$ cat src/sv/mnst_pkg.sv
// ----------------------------------------------------------------------------
// mnst_pkg
// Shared types and constants of the MIDI note span tracker: item structs,
// the queued operation format and the fixed table geometry.
// ----------------------------------------------------------------------------
package mnst_pkg;

  // Table geometry: slot = channel * 128 + note
  localparam int NOTE_SLOTS = 2048;
  localparam int SLOT_W     = 11;
  localparam int NOTE_W     = 7;
  localparam int CHAN_W     = 4;
  localparam int VEL_W      = 8;
  localparam int FIELD_W    = 32;

  // Defaults for top-level parameters
  localparam int TIME_WIDTH_DEF  = 32;
  localparam int QUEUE_DEPTH_DEF = 4;

  // Reset value of the loop length register
  localparam logic [FIELD_W-1:0] LOOP_LENGTH_RST = 32'd48000;

  // Status high nibbles
  localparam logic [3:0] KIND_NOTE_OFF = 4'h8;
  localparam logic [3:0] KIND_NOTE_ON  = 4'h9;

  // Command codes
  localparam logic CMD_EVENT = 1'b0;
  localparam logic CMD_CLOSE = 1'b1;

  typedef struct packed {
    logic                command;
    logic [7:0]          status;
    logic [7:0]          data_one;
    logic [7:0]          data_two;
    logic [FIELD_W-1:0]  sample_offset;
  } in_item_t;

  typedef struct packed {
    logic [FIELD_W-1:0]  start_sample;
    logic [FIELD_W-1:0]  span_length;
    logic [CHAN_W-1:0]   channel;
    logic [NOTE_W-1:0]   note_number;
    logic [VEL_W-1:0]    velocity;
  } out_item_t;

  typedef enum logic [1:0] {
    OP_ON    = 2'd0,
    OP_OFF   = 2'd1,
    OP_CLOSE = 2'd2
  } op_kind_t;

  // Classified operation passed from front to back
  typedef struct packed {
    op_kind_t            kind;
    logic [SLOT_W-1:0]   slot;
    logic [FIELD_W-1:0]  when;
    logic [VEL_W-1:0]    vel;
  } op_t;

endpackage

$ cat src/sv/mnst_front.sv
// ----------------------------------------------------------------------------
// mnst_front
// Front end: holds the loop length, accepts input items and classifies them
// into note-on, note-off and close operations; drops the rest.
// ----------------------------------------------------------------------------
module mnst_front #(
  parameter int TIME_WIDTH = mnst_pkg::TIME_WIDTH_DEF
) (
  input  logic               clk,
  input  logic               rst,
  input  logic               cfg_we,
  input  logic [31:0]        cfg_wdata,
  input  logic               in_valid,
  output logic               in_stall,
  input  mnst_pkg::in_item_t in_item,
  input  logic               clearing,
  input  logic               q_full,
  output logic               push,
  output mnst_pkg::op_t      push_op
);

  import mnst_pkg::*;

  localparam logic [FIELD_W-1:0] TIME_MASK =
    FIELD_W'((64'd1 << TIME_WIDTH) - 64'd1);

  logic [FIELD_W-1:0] loop_length;
  logic [FIELD_W-1:0] loop_end;
  logic [FIELD_W-1:0] when;
  logic [3:0]         kind;
  logic               keep;
  op_kind_t           op_kind;

  // Loop length register
  always_ff @(posedge clk) begin
    if (rst) begin
      loop_length <= LOOP_LENGTH_RST;
    end else if (cfg_we) begin
      loop_length <= cfg_wdata;
    end
  end

  assign loop_end = loop_length & TIME_MASK;
  assign when     = in_item.sample_offset & TIME_MASK;
  assign kind     = in_item.status[7:4];

  // Classify the item; drop late events and other status bytes
  always_comb begin
    keep    = 1'b0;
    op_kind = OP_OFF;
    if (in_item.command == CMD_CLOSE) begin
      keep    = 1'b1;
      op_kind = OP_CLOSE;
    end else if (when < loop_end) begin
      if (kind == KIND_NOTE_ON && in_item.data_two != 8'd0) begin
        keep    = 1'b1;
        op_kind = OP_ON;
      end else if (kind == KIND_NOTE_OFF || kind == KIND_NOTE_ON) begin
        keep    = 1'b1;
        op_kind = OP_OFF;
      end
    end
  end

  assign in_stall = clearing | q_full;
  assign push     = in_valid & ~in_stall & keep;

  // Close ends at loop end; events end at their own time
  always_comb begin
    push_op.kind = op_kind;
    push_op.slot = {in_item.status[CHAN_W-1:0], in_item.data_one[NOTE_W-1:0]};
    push_op.when = (op_kind == OP_CLOSE) ? loop_end : when;
    push_op.vel  = in_item.data_two;
  end

endmodule

$ cat config.mk
export PLATFORM = sky130hd
export DESIGN_NAME = mnst_front
export DESIGN_NICKNAME = d
export VERILOG_FILES = /design/src/sv/mnst_pkg.sv /design/src/sv/mnst_front.sv
export SDC_FILE = /design/constraint.sdc
export NUM_CORES = 1
export LEC_CHECK = 0
export ABC_CLOCK_PERIOD_IN_PS = 2500
export BUFFER_PORTS_ARGS = -buffer_cell sky130_fd_sc_hd__clkbuf_2
export CORE_UTILIZATION = 44
export CTS_BUF_LIST = sky130_fd_sc_hd__clkbuf_16
export CTS_CLUSTER_SIZE = 28
export DETAILED_ROUTE_END_ITERATION = 8
export PLACE_DENSITY = 0.81
export SLEW_MARGIN = 15
export SYNTH_ARGS = -nofsm -noshare
export SYNTH_HDL_FRONTEND = slang
export SYNTH_SLANG_ARGS = --single-unit
$ cat constraint.sdc
create_clock -name clk -period 2.5 [get_ports clk]
set_input_delay 0 -clock clk [delete_from_list [all_inputs] [get_ports clk]]
set_output_delay 0 -clock clk [all_outputs]
set_load 0.02 [all_outputs]
==> results by stage <==
Route:
- For this run, design rule violations remaining after detail routing come to 0.
- The via count normalized by instance count is 4.981.
- The remaining antenna violation count after routing is 0.
- The detail-routed net length per standard cell is 12.89 um.
- Before antenna repair, the detailed router went through 4 iterations.
- The aggregate routed wire length is 6213 um.
- The violation count after the first detailed-routing iteration is 78.
- The overall via count from detail_route is 2401.

Clock network:
- In this run the number of H-tree levels came out at 2.
- The later pin in the worst-skew pair is clocked with a latency of 0.27 ns.
- In this run, CTS created clock tree buffers numbering 5.
- In this run the clock root is driven by a sky130_fd_sc_hd__clkbuf_16.
- The number of clock sinks seen by CTS is 32.
- The clock transition at the registers of the reported paths is 0.05 ns.
- The clock tree from TritonCTS is built.
- The clock tree buffer depth is 2.

Placed design:
- The standard cell area after detailed placement is 2995 um2.
- Buffers placed on the I/O ports in this run total 126.
- Summed over all nets, the half-perimeter wirelength after detailed placement is 4613 um.
- The final weighted congestion of routability-driven global placement is 0.7752.

Synth:
- The number of register bits inferred by synthesis is 32.
- After synthesis, the mean cell area works out to 8.889 um2.
- The number of nets handed over by synthesis was 404.
- The area share of fa/ha/maj cells after synthesis is 0.1570.
- After synthesis, the largest family of logic cells by area is multiplexers.
- Summed over all instances, the cell type with the most area after synthesis is sky130_fd_sc_hd__dfxtp_1.
- The count of synthesis-stage warnings from yosys is 0.
- The synthesized design contains 0 enable-type register cells.
- The most used standard cell by instance count after synthesis is sky130_fd_sc_hd__inv_1.
- After synthesis the cells add up to 2471 um2.
- Of the total synthesized cell area, the portion taken by XOR and XNOR cells is 0.
- The number of distinct library cells after synthesis is 31.
- The area fraction in compound gates after synthesis came to 0.09620.
- The share of synthesized area in the top cell type comes to 0.2592.
- Yosys attributes the largest share of cell area to sky130_fd_sc_hd__dfxtp_1 26%, sky130_fd_sc_hd__ha_1 16%, sky130_fd_sc_hd__mux2i_1 10%, sky130_fd_sc_hd__mux2_1 8.2%, sky130_fd_sc_hd__buf_4 6.4%.
- The number of standard cells after synthesis is 278.
- The commonest cells after synthesis are 33 x sky130_fd_sc_hd__inv_1, 32 x sky130_fd_sc_hd__dfxtp_1, 31 x sky130_fd_sc_hd__ha_1.
- Counting flops with an async set or reset pin after synthesis yields a share of 0.
- The simple-gate area share of the yosys netlist is 0.1058.
- The share of cell area taken by muxes after synthesis is 0.2471.
- The most common flop cell mapped by yosys is sky130_fd_sc_hd__dfxtp_1.
- The sequential-to-total area share from yosys stat is 0.2592.

Setup path:
- The number of cells on the worst reg-to-reg path is 2.
- The endpoint required time on the critical path is 2.50 ns.
- The top fanout value on the critical path is 3.
- The type of the worst setup path is reg2out.
- The reg-to-reg critical path endpoint is loop_end[7].
- The reg2reg setup slack is 1.84 ns.
- The launch point of the worst reg-to-reg path is loop_end[7].
- At the worst endpoint, the arrival time is 2.37 ns.
- The kind of capture point of the worst setup path is an output port.
- STA classifies the critical path startpoint as a flip-flop.

Pwr:
- Total power for the finished layout comes to 1616 uW.
- The leakage power figure is 0.001802 uW.
- Power spread over the standard cell area amounts to 466.3 nW/um2.
- The worst-case IR drop observed on VDD is 0.0003408 V.

Worst hold path:
- The tightest min-delay check is of the in2out type.
- The launch point of the worst hold path is in_item[45].
- The worst hold path was traced through 0 stages.
- The path with the worst hold slack has its endpoint at push_op[45].

STA:
- The number of hold violations in the final report is 0.
- The number of pins exceeding their max-slew limit in the final report is 0.
- Across the routed clock network, the largest skew measured is 0 ns.
- Measured against its own limit, the worst slew margin works out to 0.3949.
- After routing, the total negative slack on setup checks comes to 0 ns.
- The number of failing setup endpoints in the final timing report is 0.
- The routed design could run at a clock period as short as 2.373 ns.
- On the final layout, the worst hold slack is 0.000006459 ns.
- Setup repair after global routing left no endpoint under its margin.
- For the pin with the worst max-slew slack, the measured transition is 0.9076 ns.
- The timing-limited maximum frequency is 421.5 MHz.
- Dividing the final minimum period by the clock period gives 0.9491.

Layout:
- The sequential cell area in the final layout is 641.9 um2.
- The register with the most flip-flops in the layout has 32 of them.
- In the final layout, the multi-input gates occupy 1516 um2.
- The fraction of layout instances using a drive strength above 1 is 0.3738.
- The filler cells instantiated in the layout total 463.
- The area growth from synthesis to final layout is 40.20%.
- The count of antenna diodes in the layout is 0.
- In the final design database the tool counted 538 nets.
- Summing all non-filler instances in the final layout gives an area of 3465 um2.

Floorplan:
- For this configuration, the core starts out at a cell density of 0.4689.
- The core box area is 5270 um2.
- The die covers 5920 um2.
- In this run the vertical extent of the chip is 76.94 um.
- The floorplan has 26 rows.
- The I/O pin count is 150.
- The chip width is 76.94 um.

Run:
- The max capacitance violation total is 0.

GRT:
- The via count of the first global-routing pass is 2356.
- The initial antenna violation count is 0.
- Across every metal layer, demand over resource in global routing totals 0.2166.
- The wire length of the first global-routing pass is 10380 um.
- After global routing the overflow that remains totals 0.
- The maximum number of pins on one net before global-route repair is 40.

Outcome:
- The flow ran to the end, and the final reports show no timing, DRC or antenna violations.
==> per-stage QoR <==
stage | worst slack (ns) | util | cells
after global placement | 0.3121 | 0.5684 | 444
after global routing | 0.005979 | 0.6574 | 482
after detailed placement | 0.2782 | 0.5684 | 444
after CTS | 0.09277 | 0.6538 | 482
after floorplan | 0.5925 | - | 278
final | 0.1273 | 0.6574 | 482
==> cells in the final DEF (no fill, tap or decap), types with 5 or more instances in the layout <==
master	count
sky130_fd_sc_hd__ha_1	30
sky130_fd_sc_hd__a21oi_1	12
sky130_fd_sc_hd__nor2_1	29
sky130_fd_sc_hd__o211ai_1	7
sky130_fd_sc_hd__mux2_2	14
sky130_fd_sc_hd__nand2_1	16
sky130_fd_sc_hd__inv_1	34
sky130_fd_sc_hd__dlygate4sd3_1	31
sky130_fd_sc_hd__mux2_1	18
sky130_fd_sc_hd__dfxtp_1	31
sky130_fd_sc_hd__clkbuf_16	5
sky130_fd_sc_hd__mux2i_1	25
sky130_fd_sc_hd__clkbuf_2	124
==> what timing repair did <==
action	4_1_cts	5_1_grt
cloned	0	0
gates resized for setup	1	6
buffers inserted	0	0
hold buffers	31	0
endpoints found under the hold margin	31	0
pin swaps	0	3
endpoints found under the setup margin	2	2
==> layer usage <==
metal	track usage	part of all wire
met2	0.4321	0.55
met1	0.2281	0.39
met3	0.03810	0.042
met4	0.05577	0.013
met5	0	0
==> power by group <==
| part | leakage (uW) | switching (uW) | internal (uW) |
|---|---|---|---|
| sequential | 0.000265 | 20.3 | 543 |
| clock | 0.0000709 | 203 | 357 |
| combinational | 0.00147 | 258 | 235 |
==> critical path, stage by stage, from the launching register on <==
cell                       delay (ns)
sky130_fd_sc_hd__dfxtp_2         0.33
sky130_fd_sc_hd__inv_1           0.06
sky130_fd_sc_hd__ha_4            0.26
sky130_fd_sc_hd__a211o_1         0.11
sky130_fd_sc_hd__a31oi_1         0.04
sky130_fd_sc_hd__o311a_1         0.37
sky130_fd_sc_hd__o41ai_2         0.34
sky130_fd_sc_hd__a311oi_2        0.17
sky130_fd_sc_hd__o211a_1         0.26
sky130_fd_sc_hd__buf_4           0.16
==> cells by family (layout without fill, tap and decap cells) <==
logic type | Yosys count | in the layout
adders and majority gates | 31 | 31
DFF | 32 | 32
muxes | 57 | 57
and+or+nand+nor | 59 | 59
buffers and inverters | 65 | 199
AOI/OAI and AO/OA | 34 | 34
==> cell type report <==
class / instances / area share
Timing Repair Buffer: 159 / 0.2774
Clock buffer: 5 / 0.03611
Tap cell: 70 / 0.02528
Clock inverter: 2 / 0.002528
Multi-Input combinational cell: 181 / 0.4377
Inverter: 33 / 0.03575
Sequential cell: 32 / 0.1853
==> how the worst max path moves through the flow <==
stage,start,to,slack (ns),cells after the start
floorplan,loop_end[7],push_op[51],0.59,7
global placement,loop_end[2],push,0.31,9
detailed placement,loop_end[2],push,0.28,9
CTS,loop_end[7],push_op[51],0.09,8
global route,loop_end[7],push,0.006,8
finish,loop_end[2],push,0.13,9
Power figures use the tool's default switching activity.
