<file path="src/sv/mnst_pkg.sv">
// ----------------------------------------------------------------------------
// mnst_pkg
// Shared types and constants of the MIDI note span tracker: item structs,
// the queued operation format and the fixed table geometry.
// ----------------------------------------------------------------------------
package mnst_pkg;

  // Table geometry: slot = channel * 128 + note
  localparam int NOTE_SLOTS = 2048;
  localparam int SLOT_W     = 11;
  localparam int NOTE_W     = 7;
  localparam int CHAN_W     = 4;
  localparam int VEL_W      = 8;
  localparam int FIELD_W    = 32;

  // Defaults for top-level parameters
  localparam int TIME_WIDTH_DEF  = 32;
  localparam int QUEUE_DEPTH_DEF = 4;

  // Reset value of the loop length register
  localparam logic [FIELD_W-1:0] LOOP_LENGTH_RST = 32'd48000;

  // Status high nibbles
  localparam logic [3:0] KIND_NOTE_OFF = 4'h8;
  localparam logic [3:0] KIND_NOTE_ON  = 4'h9;

  // Command codes
  localparam logic CMD_EVENT = 1'b0;
  localparam logic CMD_CLOSE = 1'b1;

  typedef struct packed {
    logic                command;
    logic [7:0]          status;
    logic [7:0]          data_one;
    logic [7:0]          data_two;
    logic [FIELD_W-1:0]  sample_offset;
  } in_item_t;

  typedef struct packed {
    logic [FIELD_W-1:0]  start_sample;
    logic [FIELD_W-1:0]  span_length;
    logic [CHAN_W-1:0]   channel;
    logic [NOTE_W-1:0]   note_number;
    logic [VEL_W-1:0]    velocity;
  } out_item_t;

  typedef enum logic [1:0] {
    OP_ON    = 2'd0,
    OP_OFF   = 2'd1,
    OP_CLOSE = 2'd2
  } op_kind_t;

  // Classified operation passed from front to back
  typedef struct packed {
    op_kind_t            kind;
    logic [SLOT_W-1:0]   slot;
    logic [FIELD_W-1:0]  when;
    logic [VEL_W-1:0]    vel;
  } op_t;

endpackage

</file>
<file path="src/sv/mnst_queue.sv">
// ----------------------------------------------------------------------------
// mnst_queue
// Short FIFO of classified operations between front and back end.
// ----------------------------------------------------------------------------
module mnst_queue #(
  parameter int DEPTH = mnst_pkg::QUEUE_DEPTH_DEF
) (
  input  logic          clk,
  input  logic          rst,
  input  logic          push,
  input  mnst_pkg::op_t push_op,
  output logic          full,
  output logic          valid,
  input  logic          pop,
  output mnst_pkg::op_t pop_op
);

  import mnst_pkg::*;

  localparam int PTR_W = (DEPTH > 1) ? $clog2(DEPTH) : 1;
  localparam int CNT_W = $clog2(DEPTH + 1);
  localparam logic [PTR_W-1:0] PTR_LAST = PTR_W'(DEPTH - 1);
  localparam logic [CNT_W-1:0] CNT_FULL = CNT_W'(DEPTH);

  op_t              slots [DEPTH];
  logic [PTR_W-1:0] wr_ptr;
  logic [PTR_W-1:0] rd_ptr;
  logic [CNT_W-1:0] count;
  logic             do_push;
  logic             do_pop;

  assign full    = (count == CNT_FULL);
  assign valid   = (count != '0);
  assign do_push = push & ~full;
  assign do_pop  = pop & valid;
  assign pop_op  = slots[rd_ptr];

  // Store pushed operations
  always_ff @(posedge clk) begin
    if (do_push) begin
      slots[wr_ptr] <= push_op;
    end
  end

  // Advance pointers and count
  always_ff @(posedge clk) begin
    if (rst) begin
      wr_ptr <= '0;
      rd_ptr <= '0;
      count  <= '0;
    end else begin
      if (do_push) begin
        wr_ptr <= (wr_ptr == PTR_LAST) ? '0 : wr_ptr + 1'b1;
      end
      if (do_pop) begin
        rd_ptr <= (rd_ptr == PTR_LAST) ? '0 : rd_ptr + 1'b1;
      end
      if (do_push && !do_pop) begin
        count <= count + 1'b1;
      end else if (do_pop && !do_push) begin
        count <= count - 1'b1;
      end
    end
  end

endmodule

</file>
<file path="config.mk">
export PLATFORM = sky130hd
export DESIGN_NAME = mnst_queue
export DESIGN_NICKNAME = d
export VERILOG_FILES = /design/src/sv/mnst_pkg.sv /design/src/sv/mnst_queue.sv
export SDC_FILE = /design/constraint.sdc
export NUM_CORES = 1
export LEC_CHECK = 0
export ABC_AREA = 1
export BUFFER_PORTS_ARGS = -buffer_cell sky130_fd_sc_hd__buf_4
export CORE_MARGIN = 1.5
export CORE_UTILIZATION = 60
export DETAILED_ROUTE_END_ITERATION = 16
export PLACE_DENSITY_LB_ADDON = 0.2
export SYNTH_ARGS = -nofsm -noshare
export SYNTH_HDL_FRONTEND = slang
export SYNTH_SLANG_ARGS = --single-unit
</file>
<file path="constraint.sdc">
create_clock -name clk -period 6.58 [get_ports clk]
set_clock_uncertainty 0.2 [all_clocks]
set_input_delay 0.987 -clock clk [delete_from_list [all_inputs] [get_ports clk]]
set_output_delay 0.987 -clock clk [all_outputs]
set_load 0.02 [all_outputs]
</file>
==> results.txt, run 1 <==
----------------------------------------------------
[Yosys]
  Synth Area per Inst ... 14.64 um^2
  Net count after synthesis ... 647
  Warning count from the yosys run ... 0
  Seq cells post-synth ... 221
  Synth unique cells ... 24
  Number of instances in the synthesized netlist ... 583
  Syn Std Cell Area ... 8533 um^2
  Share of the yosys chip area belonging to registers ... 0.7672

[Timing]
  Crit path time final ... 4027 ps
  Setup repair after global routing missed its margin ... false
  Worst Slack Setup Final ... 2553 ps
  Worst max-slew margin expressed relative to the limit ... 0.2828
  Crit share post-route ... 0.6120
  Hold Vio Cnt, Final ... 0
  Achievable frequency ... 0.2483 GHz
  Count of pins over their slew limit ... 0
  Worst-margin pin slew ... 1076 ps
  Hold WS ... 344.0 ps
  Final setup violation count ... 0
  Setup tns final ... 0 ps

[Pwr]
  Part of the total power dissipated in the clock network ... 0.260
  Internal portion of total power ... 2.866 mW
  Maximum VDD drop ... 0.0003069 V
  Cell Pwr Density ... 426.5 nW/um^2
  Proportion of power drawn by combinational gates ... 0.307
  Switching portion of total power ... 0.3331
  Switching pwr ... 1.432 mW
  Leak pwr ... 3.563 nW
  Sequential power share ... 0.433
  Design Power ... 4.298 mW

[Detailed routing]
  Drt first-iter violations ... 489
  Post-detailed-route via-to-cell ratio ... 5.762
  Average wire per cell in the routed design ... 18.95 um
  Number of optimization iterations in the first detailed-route pass ... 4
  Post-detailed-routing wire length ... 16710 um
  Number of vias in the routed layout ... 5082
  Total DRC errors in the routed layout ... 0
  Remaining antenna violation count ... 0

[Floorplan]
  Die boundary height ... 122.3 um
  Top-Level Pins ... 112
  Starting density of the core ... 0.6147
  Die area ... 14950 um^2
  Std-Cell Rows ... 43
  Core Area ... 13880 um^2
  Die width ... 122.3 um

[Hold path]
  Class of the tightest hold or removal check ... reg2reg

[Worst setup path]
  Internal reg-to-reg setup slack ... 4230 ps
  CP Data Arrival Time ... 2840 ps
  Crit path required time ... 5390 ps
  Setup CP Type ... reg2out
  Critical Path Start Type ... register
  Maximum fanout along the worst path ... 107
  Slowest cell delay on critical path ... 990 ps
  R2R Path End ... count[1]
  Capture point of the worst path ... pop_op[32]
  Launching point of the worst reg2reg path ... count[0]
  Chain of cells forming the critical path ... inv_6, o21ai_0, o22ai_2, buf_4
  Kind of cell adding the most delay to the critical path ... flip-flops
  Number of buffers and inverters on the critical path ... 2
  Type of element capturing the critical path ... output port
  Number of cells on the critical path ... 4
  Cell type of the slowest stage on the worst timing path ... sky130_fd_sc_hd__dfxtp_4
  Logic depth of the worst register-to-register path ... 9

[Placed design]
  Total half-perimeter wirelength after legalization and detailed placement ... 9061 um
  Port bufs ... 111
  Total placed cells including tap cells ... 844
  Worst slack at placement ... 3058 ps
  GPL Wtd Cong ... 0.7420

[GRT]
  Antenna violations before repair ... 0
  Wire length of the first global-routing pass ... 25650 um
  Number of global-route vias before repair ... 5080
  Largest net degree at the start of global routing ... 108
  Global router's overall resource usage ... 0.2248
  Gr ovfl total ... 0

[CTS]
  Clock Root Buffer ... sky130_fd_sc_hd__clkbuf_16
  Buffers from clock root to sink, at most ... 3
  Number of hold buffers added after cts ... 0
  Number of resized instances in the post-cts repair step ... 0
  Total clock sinks ... 221
  Post-CTS setup-driven buffer insertion count ... 0
  Total CTS buffers ... 22
  CTS tree ... yes
  CTS clock-pin slew for the worst setup and hold paths ... 60 ps
  # H-tree levels ... 1
  Worst skew pair latency ... 480 ps

[Cells and area]
  Fin nets ... 752
  Leading cell type in the layout, fill and taps excluded ... sky130_fd_sc_hd__edfxtp_1
  Antenna Diode Count ... 0
  Area growth from synthesis to final layout ... 18.09%
  Number of non-filler instances in the completed layout ... 882
  Layout cell share with drive strength beyond 1 ... 0.2664
  Commonest non-fill, non-tap cells in the layout ... sky130_fd_sc_hd__edfxtp_1, sky130_fd_sc_hd__buf_4, sky130_fd_sc_hd__nor2_1

[Job]
  Number of maximum-capacitance constraint violations ... 0

[Outcome]
  Run status ... finished, final reports clean

----------------------------------------------------
-- registers in the layout, summed over array words and instances, names as in the netlist, named ones only --
signal / flops
count: 3
rd_ptr: 2
slots: 212
wr_ptr: 2
-- kinds of logic (layout without fill, tap and decap cells) --
kind of cell | Yosys count | count (layout) | share of synthesized area
flip-flops | 221 | 221 | 0.7672
buffers and inverters | 51 | 170 | 0.03402
XOR/XNOR | 1 | 1 | 0.001027
AO/OA/AOI/OAI | 162 | 162 | 0.1174
AND/OR/NAND/NOR | 141 | 141 | 0.06921
adder cells (fa/ha/maj) | 7 | 7 | 0.01114
-- routing by layer --
metal,up-vias,GRT usage,part of all wire
li1,2370,-,-
met1,2506,0.2979,0.42
met2,182,0.3865,0.51
met3,24,0.03578,0.058
met4,0,0.06977,0.017
met5,-,0,0
-- through the flow --
step	utilization	instance area, um^2
finish	0.7260	10080
global placement	0.6797	9435
detailed placement	0.6797	9435
global route	0.7260	10080
floorplan	-	8533
CTS	0.7260	10080
-- worst register-to-register path, cell delays in order, from the launching register on --
cell and delay, ps:
sky130_fd_sc_hd__dfxtp_1 350, sky130_fd_sc_hd__nor2_1 130, sky130_fd_sc_hd__nand2_1 130, sky130_fd_sc_hd__nand2_1 380, sky130_fd_sc_hd__inv_1 90, sky130_fd_sc_hd__ha_1 230, sky130_fd_sc_hd__inv_1 90, sky130_fd_sc_hd__fa_1 410
sky130_fd_sc_hd__o21ai_0 180, sky130_fd_sc_hd__nor2_1 60
-- synth_stat cells, drive strengths merged --
master	n	area, um^2
nand3	1	5.000
inv	17	68.81
nand2	14	52.55
o21ai	107	535.5
dfxtp	9	180.2
nor2	123	511.7
ha	6	75.07
buf	25	180.2
nand3b	2	15.01
xor2	1	8.760
edfxtp	212	6366
o22ai	53	456.7
clkbuf	9	41.29
fa	1	20.02
a21oi	2	10.01
nand4	1	6.260
-- area by class of cell --
cell class	instances	area, um^2
Sequential cell	221	6551
Timing Repair Buffer	115	863.3
Clock buffer	34	626.9
Tap cell	180	225.2
Fill cell	893	3804
Inverter	17	68.82
Clock inverter	4	15.01
Multi-Input combinational cell	311	1727
-- power groups by stage --
stage	sequential [mW]	clock, mW	combinational (mW)
final	1.86	1.12	1.32
after global routing	1.88	1.19	1.43
after CTS	1.86	1.14	1.33
after detailed placement	1.89	0	1.32
after global placement	1.88	0	1.29
after floorplan	1.79	0	0.923
-- how the worst min path moves through the flow --
stage	to	depth (start not counted)	slack [ps]	from
final	count[1]	2	340	count[1]
after global routing	count[1]	2	380	count[1]
after CTS	count[1]	2	340	count[1]
after detailed placement	count[1]	2	340	count[1]
after global placement	register	2	300	rd_ptr[1]
after floorplan	register	2	280	rd_ptr[1]
Power figures use the tool's default switching activity.
==> run 2, diff against run 1 <==
--- a/config.mk
+++ b/config.mk
@@ -8,7 +8,7 @@
 export ABC_AREA = 1
 export BUFFER_PORTS_ARGS = -buffer_cell sky130_fd_sc_hd__buf_4
 export CORE_MARGIN = 1.5
-export CORE_UTILIZATION = 60
+export CORE_UTILIZATION = 52
 export DETAILED_ROUTE_END_ITERATION = 16
 export PLACE_DENSITY_LB_ADDON = 0.2
 export SYNTH_ARGS = -nofsm -noshare
==> constraint.sdc (replaced) <==
create_clock -name clk -period 3.7 [get_ports clk]
set_clock_uncertainty 0.2 [all_clocks]
set_input_delay 0.555 -clock clk [delete_from_list [all_inputs] [get_ports clk]]
set_output_delay 0.555 -clock clk [all_outputs]
set_load 0.02 [all_outputs]
==> run 2 against run 1 <==
Clock power is 80% higher. Clock-buffer cell count down 5. Worst hold slack got worse by 320 ps. Cell count up 5.1%. Sequential share of layout area decreased by 0.82 points. Total power rose by 79%. Utilization fell by 8.6 points. Register-to-register slack worse by 3000 ps. Via count is 0.22% higher. Critical path type unchanged. Largest power group unchanged.
==> results.txt, run 2 (synthesis results as in run 1) <==
----------------------------------------------------
[Outcome]
  Run status ... finished, final reports clean

[Cells and area]
  Layout cell share with drive strength beyond 1 ... 0.2799
  Area growth from synthesis to final layout ... 19.60%
  Fin nets ... 759
  Most flop-heavy register ... slots
  Leading cell type in the layout, fill and taps excluded ... sky130_fd_sc_hd__edfxtp_1
  Top flop regs ... slots: 212 flops, count: 3 flops
  Commonest non-fill, non-tap cells in the layout ... sky130_fd_sc_hd__edfxtp_1, sky130_fd_sc_hd__buf_4, sky130_fd_sc_hd__nor2_1
  Total non-filler cell area in the finished layout ... 10210 um^2
  Max reg flops ... 212
  Antenna Diode Count ... 0
  Final standard cell utilization of the core ... 0.6402

[Timing]
  Worst max-slew margin expressed relative to the limit ... 0.4341
  Count of pins over their slew limit ... 0
  Final setup violation count ... 0
  Crit share post-route ... 0.8887
  Setup tns final ... 0 ps
  Crit path time final ... 3288 ps
  Hold Vio Cnt, Final ... 0
  Setup repair after global routing missed its margin ... false
  Achievable frequency ... 0.3041 GHz
  Hold WS ... 25.92 ps
  Worst-margin pin slew ... 848.9 ps

[Pwr]
  Cell Pwr Density ... 755.1 nW/um^2
  Leak pwr ... 3.611 nW
  Design Power ... 7.706 mW
  Maximum VDD drop ... 0.0004099 V

[Detailed routing]
  Remaining antenna violation count ... 0
  Number of vias in the routed layout ... 5093
  Average wire per cell in the routed design ... 18.46 um
  Drt first-iter violations ... 357
  Number of optimization iterations in the first detailed-route pass ... 4
  Post-detailed-route via-to-cell ratio ... 5.494
  Total DRC errors in the routed layout ... 0
  Post-detailed-routing wire length ... 17110 um

[Worst setup path]
  Crit path required time ... 2940 ps
  Cell type of the slowest stage on the worst timing path ... sky130_fd_sc_hd__dfxtp_4
  Type of element capturing the critical path ... output port
  CP Data Arrival Time ... 2530 ps
  Slowest cell delay on critical path ... 860 ps
  Maximum fanout along the worst path ... 106
  Chain of cells forming the critical path ... inv_6, o21ai_0, o22ai_2, buf_4
  Critical Path Start Type ... register
  Setup CP Type ... reg2out
  Number of buffers and inverters on the critical path ... 2
  Kind of cell adding the most delay to the critical path ... flip-flops

[CTS]
  Number of resized instances in the post-cts repair step ... 0
  CTS clock-pin slew for the worst setup and hold paths ... 60 ps
  Number of hold buffers added after cts ... 0
  Worst skew pair latency ... 490 ps
  CTS tree ... yes
  Total CTS buffers ... 22
  # H-tree levels ... 1
  Total clock sinks ... 221
  Buffers from clock root to sink, at most ... 3
  Clock Root Buffer ... sky130_fd_sc_hd__clkbuf_16
  Post-CTS setup-driven buffer insertion count ... 0

[GRT]
  Wire length of the first global-routing pass ... 27170 um
  Number of global-route vias before repair ... 5237
  Global router's overall resource usage ... 0.1990
  Largest net degree at the start of global routing ... 107
  Gr ovfl total ... 0
  Antenna violations before repair ... 1

[Floorplan]
  Die area ... 17190 um^2
  Die width ... 131.1 um
  Starting density of the core ... 0.5352
  Top-Level Pins ... 112
  Core Area ... 15940 um^2
  Die boundary height ... 131.1 um
  Std-Cell Rows ... 46

[Placed design]
  GPL Wtd Cong ... 0.7497
  Port bufs ... 111
  Standard cell area after detailed placement ... 9545 um^2
  Total half-perimeter wirelength after legalization and detailed placement ... 9816 um

[Job]
  Number of maximum-capacitance constraint violations ... 0

[Hold path]
  Class of the tightest hold or removal check ... in2reg

----------------------------------------------------
==> run 2: path summary, 6_finish.rpt <==
path	startpoint	to	slack, ps	depth (start not counted)
hold reg to reg	rd_ptr[1]	register	340	2
setup / recovery	register	pop_op[27]	410	4
hold / removal	rst	count[0]	30	2
setup reg to reg	count[0]	slots[2][13]	1270	5
==> run 2: cell type report <==
| type | count | area (um^2) |
|---|---|---|
| tap | 216 | 270.3 |
| timing repair buffer | 122 | 928.4 |
| inverter | 17 | 68.82 |
| clock buffer | 29 | 608.1 |
| clock inverter | 11 | 52.55 |
| multi-input combinational | 311 | 1727 |
| sequential | 221 | 6551 |
| fill | 1174 | 5737 |
==> run 2: worst reg2reg max path, stage by stage, from the launching register on <==
cell,delay (ps)
sky130_fd_sc_hd__dfxtp_1,410
sky130_fd_sc_hd__nor2_1,80
sky130_fd_sc_hd__nand2_1,130
sky130_fd_sc_hd__nand2_1,300
sky130_fd_sc_hd__nor2_4,630
sky130_fd_sc_hd__buf_12,330
==> run 2: metrics by stage <==
| stage | setup slack (ps) | instances |
|---|---|---|
| after floorplan | 115.4 | 583 |
| after global placement | 1007 | 887 |
| after detailed placement | 893.1 | 887 |
| after CTS | 364.2 | 927 |
| after global routing | 181.0 | 927 |
| final | 412.0 | 927 |
==> run 2: per-layer routing <==
| metal | global-route usage | up-vias | share of wire |
|---|---|---|---|
| met5 | 0 | - | 0.00076 |
| met4 | 0.05618 | 2 | 0.016 |
| met3 | 0.04128 | 27 | 0.065 |
| met2 | 0.3374 | 161 | 0.49 |
| met1 | 0.2623 | 2515 | 0.43 |
| li1 | - | 2388 | - |
==> run 2: power breakdown <==
group	switching [mW]	total [mW]	internal (mW)
sequential	0.187	3.24	3.05
combinational	1.54	2.44	0.905
clock	0.871	2.02	1.15
total	2.59	7.71	5.11
